===== config.mk =====
export PLATFORM = sky130hd
export DESIGN_NAME = level_to_color_gradient
export DESIGN_NICKNAME = d
export VERILOG_FILES = /design/src/rtl/lcg_pkg.sv /design/src/rtl/lcg_ctrl.sv /design/src/rtl/lcg_select.sv /design/src/rtl/lcg_interp.sv /design/src/rtl/lcg_div.sv /design/src/rtl/level_to_color_gradient.sv
export SDC_FILE = /design/constraint.sdc
export NUM_CORES = 2
export LEC_CHECK = 0
export ABC_CLOCK_PERIOD_IN_PS = 6000
export BUFFER_PORTS_ARGS = -buffer_cell sky130_fd_sc_hd__buf_2
export CAP_MARGIN = 10
export CORE_ASPECT_RATIO = 1.1
export CORE_MARGIN = 2
export CORE_UTILIZATION = 60
export DETAILED_ROUTE_END_ITERATION = 7
export PLACE_DENSITY_LB_ADDON = 0.05
export SLEW_MARGIN = 20
export SYNTH_ARGS = -nofsm -noshare
export SYNTH_HDL_FRONTEND = slang
export SYNTH_HIERARCHICAL = 1
export SYNTH_SLANG_ARGS = --single-unit

===== constraint.sdc =====
create_clock -name clk -period 6 [get_ports clk]
set_clock_uncertainty 0.05 [all_clocks]
set_input_delay 0 -clock clk [delete_from_list [all_inputs] [get_ports clk]]
set_output_delay 0 -clock clk [all_outputs]
set_load 0.01 [all_outputs]

===== src/rtl/lcg_pkg.sv =====
// Shared types and constants for the level-to-color gradient block.
// No dependencies; every other rtl file imports this package.
`default_nettype none

package lcg_pkg;

  // Breakpoint table size and derived widths
  localparam int NUM_POINTS = 5;
  localparam int KW         = (NUM_POINTS > 1) ? $clog2(NUM_POINTS) : 1;
  localparam int CFG_IDX_W  = KW;

  localparam int THR_W = 16;
  localparam int COL_W = 24;
  localparam int BP_W  = THR_W + COL_W;
  localparam int CH_W  = 8;
  localparam int NUM_W = CH_W + THR_W;

  // Pipeline shape: select, differences, products, sum, then the divider
  localparam int DIV_BITS   = 2;
  localparam int DIV_STAGES = CH_W / DIV_BITS;
  localparam int DIV_FIRST  = 4;
  localparam int NSTAGE     = DIV_FIRST + DIV_STAGES;

  typedef logic [THR_W-1:0]     thr_t;
  typedef logic [COL_W-1:0]     col_t;
  typedef logic [BP_W-1:0]      bp_t;
  typedef logic [CH_W-1:0]      ch_t;
  typedef logic [NUM_W-1:0]     num_t;
  typedef logic [KW-1:0]        pt_idx_t;
  typedef logic [CFG_IDX_W-1:0] cfg_idx_t;

  // Per-stage load enables from the pipeline control
  typedef struct packed {
    logic [NSTAGE-1:0] en;
  } stage_ctrl_t;

  // Breakpoint values after reset: {threshold, RRGGBB}
  localparam bp_t RESET_BP [8] = '{
    {16'd400,  24'h008000},
    {16'd800,  24'hFFFF00},
    {16'd1200, 24'hFFA500},
    {16'd2000, 24'hFF0000},
    {16'd3000, 24'h800080},
    {16'd3000, 24'h800080},
    {16'd3000, 24'h800080},
    {16'd3000, 24'h800080}
  };

endpackage

`default_nettype wire


===== src/rtl/lcg_ctrl.sv =====
// Valid bits and per-stage load enables for the gradient pipeline.
// Depends on lcg_pkg.
`default_nettype none

module lcg_ctrl (
  input  wire logic                clk,
  input  wire logic                rst,
  input  wire logic                in_valid,
  output logic                     in_ready,
  output logic                     out_valid,
  input  wire logic                out_ready,
  output lcg_pkg::stage_ctrl_t     ctrl
);
  import lcg_pkg::*;

  logic [NSTAGE-1:0] v;
  logic [NSTAGE-1:0] vin;

  // A stage loads when it is empty or its successor loads
  always_comb begin
    ctrl.en[NSTAGE-1] = !v[NSTAGE-1] || out_ready;
    for (int i = NSTAGE-2; i >= 0; i--) begin
      ctrl.en[i] = !v[i] || ctrl.en[i+1];
    end
  end

  assign vin       = {v[NSTAGE-2:0], in_valid};
  assign in_ready  = ctrl.en[0];
  assign out_valid = v[NSTAGE-1];

  // Advance valid bits with the data
  always_ff @(posedge clk) begin
    if (rst) begin
      v <= '0;
    end else begin
      for (int i = 0; i < NSTAGE; i++) begin
        if (ctrl.en[i]) begin
          v[i] <= vin[i];
        end
      end
    end
  end

endmodule

`default_nettype wire


===== src/rtl/lcg_select.sv =====
// Breakpoint registers and segment search: first pipeline stage.
// Depends on lcg_pkg.
`default_nettype none

module lcg_select (
  input  wire logic              clk,
  input  wire logic              rst,
  input  wire logic              cfg_we,
  input  wire lcg_pkg::cfg_idx_t cfg_index,
  input  wire lcg_pkg::bp_t      cfg_data,
  input  wire logic              en,
  input  wire lcg_pkg::thr_t     level,
  output lcg_pkg::thr_t          seg_lo,
  output lcg_pkg::thr_t          seg_hi,
  output lcg_pkg::thr_t          seg_x,
  output lcg_pkg::col_t          seg_lc,
  output lcg_pkg::col_t          seg_hc
);
  import lcg_pkg::*;

  bp_t     bp [NUM_POINTS];
  thr_t    thr [NUM_POINTS];
  col_t    col [NUM_POINTS];
  pt_idx_t k;
  pt_idx_t km1;
  thr_t    lo_next, hi_next, x_next;
  col_t    lc_next, hc_next;

  // Hold configured breakpoints; ignore indexes past the table
  always_ff @(posedge clk) begin
    if (rst) begin
      for (int i = 0; i < NUM_POINTS; i++) begin
        bp[i] <= RESET_BP[i % 8];
      end
    end else if (cfg_we && (int'(cfg_index) < NUM_POINTS)) begin
      bp[cfg_index[KW-1:0]] <= cfg_data;
    end
  end

  always_comb begin
    for (int i = 0; i < NUM_POINTS; i++) begin
      thr[i] = bp[i][BP_W-1:COL_W];
      col[i] = bp[i][COL_W-1:0];
    end
  end

  // Find first threshold above the level; clamped ends use a unit segment
  // with equal colors so the later stages pass the color through unchanged
  always_comb begin
    k = pt_idx_t'(NUM_POINTS - 1);
    for (int i = NUM_POINTS - 1; i >= 1; i--) begin
      if (thr[i] > level) begin
        k = pt_idx_t'(i);
      end
    end
    km1 = k - pt_idx_t'(1);
    if (level <= thr[0]) begin
      lo_next = '0;
      hi_next = thr_t'(1);
      x_next  = '0;
      lc_next = col[0];
      hc_next = col[0];
    end else if (level >= thr[NUM_POINTS-1]) begin
      lo_next = '0;
      hi_next = thr_t'(1);
      x_next  = '0;
      lc_next = col[NUM_POINTS-1];
      hc_next = col[NUM_POINTS-1];
    end else begin
      lo_next = thr[km1];
      hi_next = thr[k];
      x_next  = level;
      lc_next = col[km1];
      hc_next = col[k];
    end
  end

  always_ff @(posedge clk) begin
    if (en) begin
      seg_lo <= lo_next;
      seg_hi <= hi_next;
      seg_x  <= x_next;
      seg_lc <= lc_next;
      seg_hc <= hc_next;
    end
  end

endmodule

`default_nettype wire


===== src/rtl/lcg_interp.sv =====
// Interpolation numerators for three channels: differences, products, sum.
// Depends on lcg_pkg; pipeline stages one to three.
`default_nettype none

module lcg_interp (
  input  wire logic          clk,
  input  wire lcg_pkg::stage_ctrl_t ctrl,
  input  wire lcg_pkg::thr_t seg_lo,
  input  wire lcg_pkg::thr_t seg_hi,
  input  wire lcg_pkg::thr_t seg_x,
  input  wire lcg_pkg::col_t seg_lc,
  input  wire lcg_pkg::col_t seg_hc,
  output lcg_pkg::num_t      num [3],
  output lcg_pkg::thr_t      dvsr
);
  import lcg_pkg::*;

  // Low end never exceeds the level and the high end is above it,
  // so all three differences stay non-negative and the divisor nonzero
  thr_t s1_d, s1_dh, s1_dl;
  col_t s1_lc, s1_hc;
  num_t s2_pa [3];
  num_t s2_pb [3];
  thr_t s2_d;

  // Stage one: segment width and distances to both ends
  always_ff @(posedge clk) begin
    if (ctrl.en[1]) begin
      s1_d  <= seg_hi - seg_lo;
      s1_dh <= seg_hi - seg_x;
      s1_dl <= seg_x - seg_lo;
      s1_lc <= seg_lc;
      s1_hc <= seg_hc;
    end
  end

  // Stage two: weight each end color
  for (genvar c = 0; c < 3; c++) begin : g_prod
    always_ff @(posedge clk) begin
      if (ctrl.en[2]) begin
        s2_pa[c] <= num_t'(s1_lc[COL_W-1-CH_W*c -: CH_W]) * num_t'(s1_dh);
        s2_pb[c] <= num_t'(s1_hc[COL_W-1-CH_W*c -: CH_W]) * num_t'(s1_dl);
      end
    end
  end

  always_ff @(posedge clk) begin
    if (ctrl.en[2]) begin
      s2_d <= s1_d;
    end
  end

  // Stage three: numerator, bounded by 255 times the divisor
  for (genvar c = 0; c < 3; c++) begin : g_sum
    always_ff @(posedge clk) begin
      if (ctrl.en[3]) begin
        num[c] <= s2_pa[c] + s2_pb[c];
      end
    end
  end

  always_ff @(posedge clk) begin
    if (ctrl.en[3]) begin
      dvsr <= s2_d;
    end
  end

endmodule

`default_nettype wire


===== src/rtl/lcg_div.sv =====
// Pipelined restoring divider, two quotient bits per stage, one channel.
// Depends on lcg_pkg; the quotient is known to fit in one channel.
`default_nettype none

module lcg_div (
  input  wire logic          clk,
  input  wire lcg_pkg::stage_ctrl_t ctrl,
  input  wire lcg_pkg::num_t num,
  input  wire lcg_pkg::thr_t dvsr,
  output lcg_pkg::ch_t       quo
);
  import lcg_pkg::*;

  num_t rem_q [DIV_STAGES];
  ch_t  quo_q [DIV_STAGES];
  thr_t d_q   [DIV_STAGES];

  for (genvar s = 0; s < DIV_STAGES; s++) begin : g_stage
    num_t rem_in;
    ch_t  quo_in;
    thr_t d_in;
    num_t rem_next;
    ch_t  quo_next;

    if (s == 0) begin : g_head
      assign rem_in = num;
      assign quo_in = '0;
      assign d_in   = dvsr;
    end else begin : g_body
      assign rem_in = rem_q[s-1];
      assign quo_in = quo_q[s-1];
      assign d_in   = d_q[s-1];
    end

    // Trial-subtract the shifted divisor for this stage's quotient bits
    always_comb begin
      int   j;
      num_t dsh;
      rem_next = rem_in;
      quo_next = quo_in;
      for (int b = 0; b < DIV_BITS; b++) begin
        j   = CH_W - 1 - DIV_BITS * s - b;
        dsh = num_t'(d_in) << j;
        if (rem_next >= dsh) begin
          rem_next = rem_next - dsh;
          quo_next[j] = 1'b1;
        end
      end
    end

    always_ff @(posedge clk) begin
      if (ctrl.en[DIV_FIRST + s]) begin
        rem_q[s] <= rem_next;
        quo_q[s] <= quo_next;
        d_q[s]   <= d_in;
      end
    end
  end

  assign quo = quo_q[DIV_STAGES-1];

endmodule

`default_nettype wire


===== src/rtl/level_to_color_gradient.sv =====
// Top level of the level-to-color gradient map.
// Depends on lcg_pkg, lcg_ctrl, lcg_select, lcg_interp and lcg_div.
//
//   Channel   Handshake                Payload
//   input     in_valid / in_ready      level
//   output    out_valid / out_ready    red, green, blue
//   config    cfg_we (no handshake)    cfg_index, cfg_data
//
// One transaction enters per cycle unless a stall drops in_ready; results
// pass segment search, differences, products, sum, four divider stages.
// The divider's four stages, two quotient bits each, set the depth.
// Reset loads the default breakpoints and empties the pipeline.
// A stall holds only the stages that are full; empty stages keep filling.
`default_nettype none

module level_to_color_gradient (
  input  wire logic              clk,
  input  wire logic              rst,
  input  wire logic              in_valid,
  output logic                   in_ready,
  input  wire lcg_pkg::thr_t     level,
  output logic                   out_valid,
  input  wire logic              out_ready,
  output lcg_pkg::ch_t           red,
  output lcg_pkg::ch_t           green,
  output lcg_pkg::ch_t           blue,
  input  wire logic              cfg_we,
  input  wire lcg_pkg::cfg_idx_t cfg_index,
  input  wire lcg_pkg::bp_t      cfg_data
);
  import lcg_pkg::*;

  stage_ctrl_t ctrl;
  thr_t        seg_lo, seg_hi, seg_x;
  col_t        seg_lc, seg_hc;
  num_t        num [3];
  thr_t        dvsr;
  ch_t         quo [3];

  // Pipeline valid bits and stall chain
  lcg_ctrl u_ctrl (
    .clk       (clk),
    .rst       (rst),
    .in_valid  (in_valid),
    .in_ready  (in_ready),
    .out_valid (out_valid),
    .out_ready (out_ready),
    .ctrl      (ctrl)
  );

  // Breakpoints and segment search
  lcg_select u_select (
    .clk       (clk),
    .rst       (rst),
    .cfg_we    (cfg_we),
    .cfg_index (cfg_index),
    .cfg_data  (cfg_data),
    .en        (ctrl.en[0]),
    .level     (level),
    .seg_lo    (seg_lo),
    .seg_hi    (seg_hi),
    .seg_x     (seg_x),
    .seg_lc    (seg_lc),
    .seg_hc    (seg_hc)
  );

  // Per-channel numerators and shared divisor
  lcg_interp u_interp (
    .clk    (clk),
    .ctrl   (ctrl),
    .seg_lo (seg_lo),
    .seg_hi (seg_hi),
    .seg_x  (seg_x),
    .seg_lc (seg_lc),
    .seg_hc (seg_hc),
    .num    (num),
    .dvsr   (dvsr)
  );

  // One divider per channel
  for (genvar c = 0; c < 3; c++) begin : g_div
    lcg_div u_div (
      .clk  (clk),
      .ctrl (ctrl),
      .num  (num[c]),
      .dvsr (dvsr),
      .quo  (quo[c])
    );
  end

  assign red   = quo[0];
  assign green = quo[1];
  assign blue  = quo[2];

endmodule

`default_nettype wire

==> results.yml <==
outcome:
  status: "completed"
yosys:
  synth.distinct_cells: 124
  postSynthAreaPerCell_um2: 10.19
  synthArstFlopShare_pct: 0
  yosysWarnings: 6
  synth-seq-area-share_pct: 34.80
  synth_edf_count: 1060
  netlist_instances: 9018
  synthesis.nets: 10456
  synthFlopType: "edfxtp_1"
  syn_area_um2: 91920
  ys_seq_elements: 1068
routing:
  drtIter0Drc: 4061
  dr_total_vias: 66884
  ant_nets: 0
  routedWlPerCell_um: 20.41
  routed_wl_um: 230700
  drc_errors: 0
  viasPerCell: 5.917
  dr.pass1.iters: 6
setup_path:
  worst-path-buf-inv: 5
  worstPathCellList: "buf_4 -> buf_4 -> inv_1 -> ha_1 -> nor2b_1 -> o21ai_1 -> a21oi_1 -> o41ai_2 -> a31oi_1 -> nor4_4 -> buf_4 -> mux2_2 -> ha_1 -> a21o_1 -> a21oi_1 -> o21bai_1 -> a21oi_1 -> o21a_1 -> o21ai_0 -> a21oi_1 -> o22ai_1 -> nor3_2 -> buf_12 -> mux2_2"
  worstSetupStartpoint: "u_interp/dvsr[1]"
  slowest_delay_ps: 400
  crit_path_top_delay_cell: "edfxtp_1"
  path_max_fanout: 17
  crit_path_start_kind: "flop"
  cp_common_cell: "a21oi_1"
  r2r_start: "u_interp/dvsr[1]"
  path_class: "reg2reg"
  cp_top_family: "compound AO/OA/AOI/OAI gates"
  r2r_setup_slack_ps: 200
  endpoint_kind: "flop"
  arrival_ps: 6240
  critPathRequiredTime_ps: 6440
global_routing:
  gr-total-overflow: 0
  antenna_found_initial: 6
  grt_usage_pct: 29.50
  grt_pass1_vias: 68443
  grt_max_degree: 145
  grt_pass1_wl_um: 365600
floorplan:
  die_h_um: 414.5
  start_util_pct: 60.47
  row_count: 150
  coreArea_um2: 152000
  io-pin-count: 90
  dieArea_um2: 156400
  die_w_um: 377.2
layout:
  final_area_um2: 100600
  areaGrowthSynthToFinish_pct: 9.451
  drive_above_1_share_pct: 8.365
  nets: 10664
  final_cell_mix: "1060 x edfxtp_1, 1039 x inv_1, 842 x ha_1, 819 x and2_1, 594 x nand2_1"
  stdcell_count: 11303
  final_common_cell: "edfxtp_1"
sta:
  fmax_ghz: 0.1724
  hold_slack_ps: 40.61
  slew_viol_final: 0
  fin_crit_sh_pct: 96.68
  setup_tns_ps: 0
  setup_violations: 0
  relSlewSlack_pct: 20.15
  worstMarginPinSlew_ps: 1198
  hold_viol: 0
  layout_min_cycle_time_ps: 5801
placement:
  placed_cells: 10986
  place_congestion: 0.9324
  detailed_place_hpwl_um: 179500
  place.port_buffers: 89
  place_area_um2: 95350
clocking:
  cts_tree: "built"
  cts_sinks: 1068
  cts_max_level: 3
  clkSlewWorstSetupHoldPaths_ps: 60
  clock_latency_ps: 780
  numCtsBuffers: 116
  cts_buffer_depth: 3
  cts_root_buf: "clkbuf_16"
worst_hold_path:
  hold_class: "in2reg"
  worstHoldStart: "cfg_data[19]"
run:
  maxCapViolCount: 0
## synthesized netlist by cell type (69+ instances only)
library cell / instances / area [um^2]
a211oi_1: 75 / 563.0
a21o_1: 204 / 1531
a21oi_1: 553 / 2768
and2_1: 819 / 5124
and3_1: 69 / 431.7
clkbuf_1: 229 / 859.6
edfxtp_1: 1060 / 31830
fa_1: 531 / 10630
ha_1: 843 / 10550
inv_1: 1041 / 3908
mux2_2: 120 / 1351
nand2_1: 598 / 2245
nand2b_1: 124 / 775.7
nand3_1: 107 / 535.5
nand4_1: 93 / 581.8
nor2_1: 417 / 1565
nor2b_1: 86 / 538.0
nor3_1: 86 / 430.4
o21a_1: 116 / 870.8
o21ai_0: 382 / 1912
xnor2_1: 331 / 2899
xor2_1: 156 / 1366
## what timing repair did
item                                    4_1_cts  5_1_grt
hold buffers                                 84        0
buffers inserted                              0       12
endpoints found under the hold margin       233        0
endpoints found under the setup margin        0      110
resized for setup                             0       20
## per-layer routing
layer  vias to the layer above  wire (um)  track usage (%)
li1                      32111          -                -
met1                     32364      93850            36.20
met2                      1859     113900            51.61
met3                       548      10150            2.940
met4                         2      12740            14.88
met5                         -          8                0
## cell families after synthesis
family	count (synthesis)	synth area share [%]
DFF	1068	34.80
and+or+nand+nor	2634	15.24
xor gates and xnor gates	488	4.658
muxes	209	2.924
buffers and inverters	1316	5.547
adders and majority gates	1374	23.04
AOI/OAI and AO/OA	1929	13.79
## per-stage QoR
step | setup slack [ps] | utilization (%)
global route | -20.31 | 66.18
finish | 199.0 | 66.18
global placement | 131.8 | 62.72
CTS | 15.29 | 66.05
detailed placement | 78.94 | 62.72
floorplan | 113.0 | -
## worst paths after layout
| check | depth (start not counted) | to |
|---|---|---|
| setup / recovery | 24 | g_div[1].u_div/rem_q[0][11] |
| hold / removal | 3 | u_select/bp[3][19] |
| setup reg to reg | 24 | g_div[1].u_div/rem_q[0][11] |
| hold reg to reg | 0 | u_interp/s1_hc[1] |
## state kept, by name, indices dropped and copies added, names as in the netlist
signal             flops
g_div.u_div/rem_q    216
u_select/bp          200
g_div.u_div/d_q      144
u_interp/num          72
u_interp/s2_pa        72
u_interp/s2_pb        72
g_div.u_div/quo_q     60
u_interp/s1_hc        24
u_interp/s1_lc        24
u_select/seg_hc       24
u_select/seg_lc       24
u_interp/dvsr         16
u_interp/s1_d         16
u_interp/s1_dh        16
u_interp/s1_dl        16
u_interp/s2_d         16
u_select/seg_hi       16
u_select/seg_lo       16
u_select/seg_x        16
u_ctrl/v               8
## worst min-delay path, delay by kind of cell
family	cells	cell delay (ps)
buffers and inverters	2	650
and+or+nand+nor	1	90
## layout make-up
class,count,area [um^2]
antenna,2,5.005
clock buffer,138,3035
clock inverter,79,1174
fill,12011,51410
inverter,1044,3929
multi-input combinational,6636,55080
sequential,1068,31990
tap,1976,2472
timing repair buffer,360,2923
Power is left out: the tool's default activity adds up to more than one toggle a clock period on the data nets, which glitch-free logic cannot reach.
